--- config.mk ---
export PLATFORM = sky130hd
export DESIGN_NAME = tile_grid_edge_run_extractor
export DESIGN_NICKNAME = d
export VERILOG_FILES = /design/src/hw/rtl/tgre_pkg.sv /design/src/hw/rtl/tgre_ctrl.sv /design/src/hw/rtl/tgre_datapath.sv /design/src/hw/rtl/tile_grid_edge_run_extractor.sv
export SDC_FILE = /design/constraint.sdc
export NUM_CORES = 2
export LEC_CHECK = 0
export CORE_AREA = 2 2 348 281
export DETAILED_ROUTE_END_ITERATION = 12
export DIE_AREA = 0 0 350 283
export DONT_BUFFER_PORTS = 1
export GPL_TIMING_DRIVEN = 0
export PLACE_DENSITY = 0.67
export SLEW_MARGIN = 20
export SYNTH_ARGS = -nofsm -noshare
export SYNTH_HDL_FRONTEND = slang
export SYNTH_SLANG_ARGS = --single-unit
--- constraint.sdc ---
create_clock -name clock -period 21.1 [get_ports clock]
set_clock_uncertainty 0.2 [all_clocks]
set_input_delay 3.165 -clock clock [delete_from_list [all_inputs] [get_ports clock]]
set_output_delay 3.165 -clock clock [all_outputs]
set_load 0.005 [all_outputs]
--- src/hw/rtl/tgre_pkg.sv ---
// Shared types and constants of the tile grid edge run extractor.
// Holds the segment record, the controller command and status structs.
// No dependencies.
package tgre_pkg;

   localparam int X_W       = 5;
   localparam int Y_W       = 12;
   localparam int LVL_W     = 8;
   localparam int NUM_SLOTS = 12;
   localparam int SLOT_W    = 4;
   localparam int TDATA_W   = 48;

   // Register select is address bit 2.
   localparam logic REG_GRID_WIDTH  = 1'b0;
   localparam logic REG_GRID_HEIGHT = 1'b1;

   typedef struct packed {
      logic [X_W-1:0]          sx;
      logic [Y_W-1:0]          sy;
      logic [X_W-1:0]          ex;
      logic [Y_W-1:0]          ey;
      logic signed [LVL_W-1:0] lvl;
   } seg_type;

   typedef struct packed {
      logic capture;
      logic phase_a;
      logic phase_b;
      logic pop;
      logic restart;
   } cmd_type;

   typedef struct packed {
      logic any;
      logic last;
   } stat_type;

   function automatic seg_type mk_seg(logic [X_W-1:0] sx, logic [Y_W-1:0] sy,
                                      logic [X_W-1:0] ex, logic [Y_W-1:0] ey,
                                      logic signed [LVL_W-1:0] lvl);
      seg_type s;
      s.sx  = sx;
      s.sy  = sy;
      s.ex  = ex;
      s.ey  = ey;
      s.lvl = lvl;
      return s;
   endfunction

endpackage

--- src/hw/rtl/tgre_ctrl.sv ---
// Sequencer of the tile grid edge run extractor.
// Depends on tgre_pkg for the command and status structs.
module tgre_ctrl (
   input  logic               clock,
   input  logic               reset,
   input  logic               req_tvalid,
   output logic               req_tready,
   output logic               rsp_tvalid,
   input  logic               rsp_tready,
   input  logic               cfg_write,
   input  tgre_pkg::stat_type stat,
   output tgre_pkg::cmd_type  cmd
);
   import tgre_pkg::*;

   typedef enum logic [1:0] {S_IDLE, S_PH_A, S_PH_B, S_EMIT} state_type;

   state_type state_ff;

   always_comb begin
      req_tready  = (state_ff == S_IDLE);
      rsp_tvalid  = (state_ff == S_EMIT) && stat.any;
      cmd.capture = req_tready && req_tvalid;
      cmd.phase_a = (state_ff == S_PH_A);
      cmd.phase_b = (state_ff == S_PH_B);
      cmd.pop     = rsp_tvalid && rsp_tready;
      cmd.restart = cfg_write;
   end

   always_ff @(posedge clock) begin
      if (reset) begin
         state_ff <= S_IDLE;
      end else begin
         unique case (state_ff)
            S_IDLE: begin
               if (req_tvalid) state_ff <= S_PH_A;
            end
            S_PH_A: state_ff <= S_PH_B;
            S_PH_B: state_ff <= S_EMIT;
            S_EMIT: begin
               if (!stat.any || (rsp_tready && stat.last)) state_ff <= S_IDLE;
            end
            default: state_ff <= S_IDLE;
         endcase
      end
   end

endmodule

--- src/hw/rtl/tgre_datapath.sv ---
// Datapath of the tile grid edge run extractor: run state, row and column
// stores, and the per-tile segment slots. Depends on tgre_pkg.
module tgre_datapath #(
   parameter int MAX_WIDTH = 16
) (
   input  logic                          clock,
   input  logic                          reset,
   input  tgre_pkg::cmd_type             cmd,
   output tgre_pkg::stat_type            stat,
   input  logic [tgre_pkg::X_W-1:0]      cfg_width,
   input  logic [tgre_pkg::Y_W-1:0]      cfg_height,
   input  logic signed [tgre_pkg::LVL_W-1:0] req_level,
   output tgre_pkg::seg_type             seg
);
   import tgre_pkg::*;

   localparam int CW = $clog2(MAX_WIDTH + 1);
   localparam int XW = (MAX_WIDTH > 1) ? $clog2(MAX_WIDTH) : 1;

   logic signed [LVL_W-1:0] level_ff, left_ff, above_ff, old_ff, rsl_ff;
   logic signed [LVL_W-1:0] prv_ff [MAX_WIDTH];
   logic [Y_W-1:0]          crs_ff [MAX_WIDTH+1];
   logic [Y_W-1:0]          css_ff [MAX_WIDTH+1];
   logic [MAX_WIDTH:0]      cso_ff, cvld_ff;
   logic [CW-1:0]           rrs_ff, rss_ff, col_ff;
   logic                    rso_ff;
   logic [Y_W-1:0]          row_ff, y_ff;
   logic                    lrow_ff, rend_ff;
   seg_type                 seg_ff [NUM_SLOTS];
   logic [NUM_SLOTS-1:0]    mask_ff;

   // Effective geometry.
   logic [CW-1:0]  ew;
   logic [Y_W-1:0] eh;

   always_comb begin
      if (cfg_width == '0) ew = CW'(1);
      else if (cfg_width > X_W'(MAX_WIDTH)) ew = CW'(MAX_WIDTH);
      else ew = cfg_width[CW-1:0];
      eh = (cfg_height == '0) ? Y_W'(1) : cfg_height;
   end

   // Phase A: everything of the tile except the right boundary line.
   logic                    a_rs, a_lrow, a_rend, a_hclose, a_cv;
   logic [CW-1:0]           a_x, a_rrs, a_rrs1, a_rss, a_rss1;
   logic [Y_W-1:0]          a_y, a_crs, a_crs1, a_css, a_css1;
   logic                    a_rso, a_rso1, a_cso, a_cso1, a_pres, a_pres2, a_cl;
   logic signed [LVL_W-1:0] a_old, a_left, a_al, a_rsl, a_rsl1;
   logic [9:0]              a_vld;
   logic [MAX_WIDTH:0]      a_cvld;
   seg_type                 a_seg [10];

   always_comb begin
      a_rs   = (col_ff >= ew) || (row_ff >= eh);
      a_x    = a_rs ? '0 : col_ff;
      a_y    = a_rs ? '0 : row_ff;
      a_rrs  = a_rs ? '0 : rrs_ff;
      a_rso  = a_rs ? 1'b0 : rso_ff;
      a_rss  = a_rs ? '0 : rss_ff;
      a_rsl  = a_rs ? '0 : rsl_ff;
      a_al   = a_rs ? '0 : above_ff;
      a_cv   = !a_rs && cvld_ff[a_x];
      a_crs  = a_cv ? crs_ff[a_x] : '0;
      a_cso  = a_cv && cso_ff[a_x];
      a_css  = a_cv ? css_ff[a_x] : '0;
      a_old  = prv_ff[a_x[XW-1:0]];
      a_left = (a_x != '0) ? left_ff : '0;
      a_lrow = (a_y == eh - 1'b1);
      a_rend = (a_x == ew - 1'b1);
      a_vld  = '0;
      for (int i = 0; i < 10; i++) a_seg[i] = '0;

      // A restarted grid forgets every column entry but the one written now.
      a_cvld       = a_rs ? '0 : cvld_ff;
      a_cvld[a_x]  = 1'b1;

      // Tile-edge run on the row line.
      a_hclose = (a_x != '0) && (level_ff != a_left);
      a_vld[0] = a_hclose;
      a_seg[0] = mk_seg(X_W'(a_rrs), a_y, X_W'(a_x), a_y, a_left);
      if (a_x == '0) a_rrs1 = '0;
      else if (a_hclose) a_rrs1 = a_x;
      else a_rrs1 = a_rrs;

      // Step run on the row line.
      a_pres = (a_old != level_ff);
      a_cl   = (a_y != '0) && a_rso && (!a_pres || a_old != a_rsl);
      a_vld[1] = a_cl;
      a_seg[1] = mk_seg(X_W'(a_rss), a_y, X_W'(a_x), a_y, a_rsl);
      a_rso1 = a_rso && !a_cl;
      a_rss1 = a_rss;
      a_rsl1 = a_rsl;
      if ((a_y != '0) && a_pres && !a_rso1) begin
         a_rso1 = 1'b1;
         a_rss1 = a_x;
         a_rsl1 = a_old;
      end

      // Bottom boundary, row end closures.
      a_vld[2] = a_hclose && a_lrow;
      a_seg[2] = mk_seg(X_W'(a_rrs), eh, X_W'(a_x), eh, a_left);
      a_vld[3] = a_rend;
      a_seg[3] = mk_seg(X_W'(a_rrs1), a_y, X_W'(ew), a_y, level_ff);
      a_vld[4] = a_rend && a_rso1;
      a_seg[4] = mk_seg(X_W'(a_rss1), a_y, X_W'(ew), a_y, a_rsl1);
      if (a_rend) a_rso1 = 1'b0;
      a_vld[5] = a_rend && a_lrow;
      a_seg[5] = mk_seg(X_W'(a_rrs1), eh, X_W'(ew), eh, level_ff);

      // Tile-edge run on the column line.
      a_vld[6] = (a_y != '0) && (level_ff != a_old);
      a_seg[6] = mk_seg(X_W'(a_x), a_crs, X_W'(a_x), a_y, a_old);
      if (a_y == '0) a_crs1 = '0;
      else if (level_ff != a_old) a_crs1 = a_y;
      else a_crs1 = a_crs;
      a_vld[7] = a_lrow;
      a_seg[7] = mk_seg(X_W'(a_x), a_crs1, X_W'(a_x), eh, level_ff);

      // Step run on the column line.
      a_pres2 = (a_left != level_ff);
      a_cso1  = a_cso;
      a_css1  = a_css;
      if (a_x != '0) begin
         a_vld[8] = a_cso && (!a_pres2 || a_left != a_al);
         a_seg[8] = mk_seg(X_W'(a_x), a_css, X_W'(a_x), a_y, a_al);
         if (a_vld[8]) a_cso1 = 1'b0;
         if (a_pres2 && !a_cso1) begin
            a_cso1 = 1'b1;
            a_css1 = a_y;
         end
         a_vld[9] = a_lrow && a_cso1;
         a_seg[9] = mk_seg(X_W'(a_x), a_css1, X_W'(a_x), eh, a_left);
         if (a_lrow) a_cso1 = 1'b0;
      end
   end

   // Phase B: right boundary line, entry ew of the column store.
   logic           b_wv, b_co, b_co1, b_cl;
   logic [Y_W-1:0] b_cs, b_cs1;
   logic [1:0]     b_vld;
   seg_type        b_seg [2];

   always_comb begin
      b_wv  = cvld_ff[ew];
      b_co  = b_wv && cso_ff[ew];
      b_cs  = b_wv ? css_ff[ew] : '0;
      b_cl  = b_co && (level_ff != old_ff);
      b_co1 = b_co && !b_cl;
      b_cs1 = b_cs;
      if (!b_co1) begin
         b_co1 = 1'b1;
         b_cs1 = y_ff;
      end
      b_vld[0] = rend_ff && b_cl;
      b_seg[0] = mk_seg(X_W'(ew), b_cs, X_W'(ew), y_ff, old_ff);
      b_vld[1] = rend_ff && lrow_ff;
      b_seg[1] = mk_seg(X_W'(ew), b_cs1, X_W'(ew), eh, level_ff);
      if (lrow_ff) b_co1 = 1'b0;
   end

   // Lowest pending slot goes out first.
   logic [SLOT_W-1:0] sel;

   always_comb begin
      sel = '0;
      for (int i = NUM_SLOTS - 1; i >= 0; i--) begin
         if (mask_ff[i]) sel = SLOT_W'(i);
      end
      seg       = seg_ff[sel];
      stat.any  = (mask_ff != '0);
      stat.last = ((mask_ff & (mask_ff - 1'b1)) == '0);
   end

   always_ff @(posedge clock) begin
      if (cmd.capture) level_ff <= req_level;
      if (cmd.phase_a) begin
         for (int i = 0; i < 10; i++) seg_ff[i] <= a_seg[i];
         crs_ff[a_x] <= a_crs1;
         css_ff[a_x] <= a_css1;
         rrs_ff      <= a_rrs1;
         rss_ff      <= a_rss1;
         rsl_ff      <= a_rsl1;
         left_ff     <= level_ff;
         old_ff      <= a_old;
         y_ff        <= a_y;
         lrow_ff     <= a_lrow;
         rend_ff     <= a_rend;
      end
      if (cmd.phase_b) begin
         seg_ff[10] <= b_seg[0];
         seg_ff[11] <= b_seg[1];
         if (rend_ff) css_ff[ew] <= b_cs1;
      end
   end

   always_ff @(posedge clock) begin
      if (reset) begin
         for (int i = 0; i < MAX_WIDTH; i++) prv_ff[i] <= '0;
         cvld_ff  <= '0;
         cso_ff   <= '0;
         rso_ff   <= 1'b0;
         above_ff <= '0;
         col_ff   <= '0;
         row_ff   <= '0;
         mask_ff  <= '0;
      end else if (cmd.restart) begin
         cvld_ff  <= '0;
         rso_ff   <= 1'b0;
         above_ff <= '0;
         col_ff   <= '0;
         row_ff   <= '0;
      end else if (cmd.phase_a) begin
         cvld_ff               <= a_cvld;
         cso_ff[a_x]           <= a_cso1;
         prv_ff[a_x[XW-1:0]]   <= level_ff;
         rso_ff                <= a_rso1;
         above_ff              <= a_old;
         mask_ff               <= {2'b00, a_vld};
         col_ff                <= a_rend ? '0 : a_x + 1'b1;
         row_ff                <= a_rend ? (a_lrow ? '0 : a_y + 1'b1) : a_y;
      end else if (cmd.phase_b) begin
         mask_ff[NUM_SLOTS-1:NUM_SLOTS-2] <= b_vld;
         if (rend_ff && lrow_ff) begin
            // Grid complete: drop every open run for the next grid.
            cvld_ff  <= '0;
            rso_ff   <= 1'b0;
            above_ff <= '0;
         end else if (rend_ff) begin
            cvld_ff[ew] <= 1'b1;
            cso_ff[ew]  <= b_co1;
         end
      end else if (cmd.pop) begin
         mask_ff <= mask_ff & (mask_ff - 1'b1);
      end
   end

endmodule

--- src/hw/rtl/tile_grid_edge_run_extractor.sv ---
// Top level of the tile grid edge run extractor: configuration registers,
// stream ports, and the controller and datapath. Depends on tgre_pkg,
// tgre_ctrl and tgre_datapath.
//
// Usage: tile levels enter on the req_ stream in row-major order, one
// transaction per tile. For each tile the block produces zero or more
// outline segments on the rsp_ stream; tlast marks the final segment
// caused by that tile. Horizontal segments come before vertical ones.
// Flow: a tile is accepted, then phase A computes all its segments but those
// on the right boundary line, and phase B those on the right boundary line,
// since the column store has a single access port. Segments then leave at one
// per cycle while the receiver is ready. The next tile is accepted only once
// every segment of the current tile has been taken.
// When the receiver stalls, the current segment holds on rsp_ and no new
// tile is taken. Reset clears all runs and the row store, sets grid_width
// to 16 and grid_height to 1. A register write restarts the grid at tile
// 0,0 and drops all open runs; write only while the block is idle.
module tile_grid_edge_run_extractor #(
   parameter int MAX_WIDTH = 16
) (
   input  logic        clock,
   input  logic        reset,
   // tdata: tile_level [7:0]
   input  logic        req_tvalid,
   output logic        req_tready,
   input  logic [7:0]  req_tdata,
   // tdata: start_x [4:0], start_y [16:5], end_x [21:17], end_y [33:22],
   //        level [41:34], zero fill [47:42]
   output logic        rsp_tvalid,
   input  logic        rsp_tready,
   output logic [47:0] rsp_tdata,
   output logic        rsp_tlast,
   input  logic        csr_psel,
   input  logic        csr_penable,
   input  logic        csr_pwrite,
   input  logic [2:0]  csr_paddr,
   input  logic [31:0] csr_pwdata,
   output logic [31:0] csr_prdata,
   output logic        csr_pready
);
   import tgre_pkg::*;

   logic [X_W-1:0] width_ff;
   logic [Y_W-1:0] height_ff;
   logic           cfg_write;
   cmd_type        cmd;
   stat_type       stat;
   seg_type        seg;

   // Register write completes in the access cycle.
   assign csr_pready = 1'b1;
   assign cfg_write  = csr_psel && csr_penable && csr_pwrite && csr_pready;

   always_ff @(posedge clock) begin
      if (reset) begin
         width_ff  <= X_W'(16);
         height_ff <= Y_W'(1);
      end else if (cfg_write) begin
         unique case (csr_paddr[2])
            REG_GRID_WIDTH:  width_ff  <= csr_pwdata[X_W-1:0];
            REG_GRID_HEIGHT: height_ff <= csr_pwdata[Y_W-1:0];
            default: ;
         endcase
      end
   end

   always_comb begin
      unique case (csr_paddr[2])
         REG_GRID_WIDTH:  csr_prdata = {{(32-X_W){1'b0}}, width_ff};
         REG_GRID_HEIGHT: csr_prdata = {{(32-Y_W){1'b0}}, height_ff};
         default:         csr_prdata = '0;
      endcase
   end

   tgre_ctrl u_ctrl (
      .clock      (clock),
      .reset      (reset),
      .req_tvalid (req_tvalid),
      .req_tready (req_tready),
      .rsp_tvalid (rsp_tvalid),
      .rsp_tready (rsp_tready),
      .cfg_write  (cfg_write),
      .stat       (stat),
      .cmd        (cmd)
   );

   tgre_datapath #(
      .MAX_WIDTH (MAX_WIDTH)
   ) u_datapath (
      .clock      (clock),
      .reset      (reset),
      .cmd        (cmd),
      .stat       (stat),
      .cfg_width  (width_ff),
      .cfg_height (height_ff),
      .req_level  (req_tdata),
      .seg        (seg)
   );

   // The segment shown is held in the slot registers until it is taken.
   assign rsp_tdata = {6'b0, seg.lvl, seg.ey, seg.ex, seg.sy, seg.sx};
   assign rsp_tlast = stat.last;

endmodule
==> out/results.ini <==
[logic_synthesis]
synth_area_leaders = edfxtp_1 55%, nand2_1 5.7%, dfxtp_1 4.2%
synth_edf_count = 802
synth_seq_area_share_pct = 59.4
avgSynthCellArea_sq_um = 11.0
yosysUniqueCellTypes = 95
ys_ff_latch = 893
synth-main-ff-cell = edfxtp_1
synth.top_cell.area_share_pct = 55.2
syn_area_sq_um = 43600
yosysMostFrequentCell = edfxtp_1
yosysWarnings = 0
async_reset_ff_share_pct = 0
synth.largest_area_cell = edfxtp_1
ys_top_cells_by_count = 802 x edfxtp_1, 664 x nand2_1, 254 x nor2_1
synthCells = 3952

[route]
drtIter0Drc = 6691
ant_nets = 0
routed_via_density = 6.54
drt_pre_antenna_iters = 9
post_drt_wl_per_cell_um = 29.9
vias = 36000
wl_mm = 164
drc = 0

[die]
core_sq_um = 95800
dieWidth_um = 350
ios = 134
dieHeight_um = 283
num_rows = 102
die_area_sq_um = 99100
start_util_pct = 45.5

[timing]
relSlewSlack_pct = 19.1
fin_crit_sh_pct = 54.6
tns_ns = 0
setup_violations = 0
maxSlewViolCount = 0
fin_crit_ns = 11.52
timing.hold.ws_ns = 0.289
hold_viol_final = 0
rsz0062_at_grt = no
worstMarginPinSlew_ns = 1.20
fmax_mhz = 86.8

[placed_design]
place_congestion = 1.00
io_buffers = 0
place_hpwl_mm = 118

[final_layout]
final_nets = 4193
area_growth_pct = 12.7
drive_gt1_share_pct = 9.84

[global_route]
globalRouteOverflowTotal = 0
grt_max_degree = 57
grt_pass1_wl_mm = 232
grt_usage_pct = 32.3
antenna_found_initial = 7
grt_pass1_vias = 32800

[setup_path]
cp_max_fo = 17
cp_slowest_stage_delay_ns = 0.91
crit_family = buffers and inverters
arrival_ns = 11.66
critPathCaptureType = flop
crit_required_ns = 21.24
critical_path_class = reg -> reg
cp_slowest_cell = clkbuf_1
worstRegToRegCells = 26
critPathLaunchType = flop
crit_cells = 26
path_buf_inv = 11
crit_top_cell = clkbuf_1

[clock_tree]
cts-resized-gates = 0
h-tree-depth = 3
cts.sink_count = 893
clk-insertion-delay-late_ns = 0.69
cts_hold_buf = 0
post_cts_buffers = 0
cts.path.max_buffers = 3
cts-buffers-inserted = 94
cts-root-buf = clkbuf_16
cts_tree = yes
clk_pin_slew_ns = 0.07

[hold_path]
holdPathStages = 2
hold_path.class = reg -> reg

[pwr]
p_int_uw = 3620
p_comb_share_pct = 28.6
power_frac_clock_pct = 29.3
p_switching_uw = 2020
p_seq_share_pct = 42.0
p_sw_share_pct = 35.9
p_per_area_nw_per_um2 = 115
ir_drop_uv = 68.5
p_leak_uw = 0.0170

[run_status]
status = complete, no violations

[flow_run]
cap_violations = 0

## state kept, by name (all words and copies together), names as in the netlist, 11 cells and up
name / flops
u_datapath.row_ff: 12
u_datapath.cso_ff: 17
u_datapath.seg_ff: 216
u_datapath.css_ff: 204
u_datapath.cvld_ff: 17
u_datapath.prv_ff: 128
u_datapath.mask_ff: 12
u_datapath.crs_ff: 204
u_datapath.y_ff: 11
height_ff: 12
## kinds of logic after synthesis
| group | count (synthesis) | share of synthesized area [%] |
|---|---|---|
| adder cells (fa/ha/maj) | 36 | 1.01 |
| multiplexers | 169 | 5.23 |
| buffers and inverters | 431 | 4.13 |
| AND/OR/NAND/NOR | 1586 | 17.0 |
| XOR/XNOR | 50 | 1.03 |
| AO/OA/AOI/OAI | 785 | 12.3 |
| other | 2 | 0.0172 |
| flip-flops | 893 | 59.4 |
## per-layer routing
layer / wire length [um] / up-vias / track usage [%]
met2: 66400 / 3025 / 44.0
li1: - / 15000 / -
met5: 85 / - / 0
met3: 26400 / 467 / 10.6
met4: 7040 / 8 / 12.9
met1: 64200 / 17400 / 47.1
## cell type report
cell class	count	area, sq um
multi-input combinational	2653	16300
buffer	351	1510
sequential	893	25900
inverter	80	300
tap	1300	1630
timing repair buffer	37	497
clock inverter	58	554
fill	8398	46700
antenna	6	15.0
clock buffer	116	2470
## worst register-to-register path: cells and delay by family (launching register included)
kind / cells / cell delay, ns
AO/OA/AOI/OAI: 7 / 2.17
adder cells (fa/ha/maj): 2 / 0.95
buffers and inverters: 11 / 5.04
flip-flops: 1 / 0.33
multiplexers: 1 / 0.36
AND/OR/NAND/NOR: 5 / 2.13
## power groups by stage
stage                     registers, uW  clock network, uW  logic [uW]
after floorplan                    2390                  0         932
after global placement             2450                  0        1470
after detailed placement           2400                  0        1540
after CTS                          2360               1650        1550
after global routing               2380               1720        1690
final                              2370               1650        1620
## metrics by stage
| step | setup slack (ns) | cell area, sq um | power [uW] | util [%] | std cells |
|---|---|---|---|---|---|
| after floorplan | 13.75 | 43700 | 3320 | - | 3977 |
| after global placement | 9.02 | 45400 | 3920 | 47.3 | 5277 |
| after detailed placement | 10.29 | 46100 | 3940 | 48.1 | 5313 |
| after CTS | 10.21 | 49100 | 5560 | 51.3 | 5487 |
| after global routing | 9.52 | 49200 | 5790 | 51.3 | 5491 |
| final | 9.58 | 49200 | 5640 | 51.3 | 5494 |
## path summary, 6_finish.rpt
kind | endpoint | slack, ns | start
min reg2reg | u_datapath.mask_ff[9] | 0.29 | u_datapath.mask_ff[9]
max reg2reg | u_datapath.css_ff[4][3] | 9.58 | width_ff[4]
max | u_datapath.css_ff[4][3] | 9.58 | width_ff[4]
min | u_datapath.mask_ff[9] | 0.29 | u_datapath.mask_ff[9]
## cell usage in the layout, fill, tap and decap left out, types with 27 or more instances in the layout
cell and count:
a211oi_1 83, a21oi_1 139, a22oi_1 32, a31oi_1 95, and2_1 59, and3_1 145
buf_1 31, buf_2 40, buf_4 37, clkbuf_1 256, clkbuf_16 95, clkinv_1 28
conb_1 27, dfxtp_1 91, edfxtp_1 802, ha_1 31, inv_1 74, mux2_2 46
mux2i_1 73, mux4_2 42, nand2_1 664, nand3_1 207, nand4_1 42, nor2_1 237
nor2b_1 83, nor3_1 42, o2111ai_1 27, o211ai_1 29, o21ai_0 127, o221ai_1 39
o22ai_1 35, xnor2_1 33
Note: power is estimated with default switching activity, not from simulation.
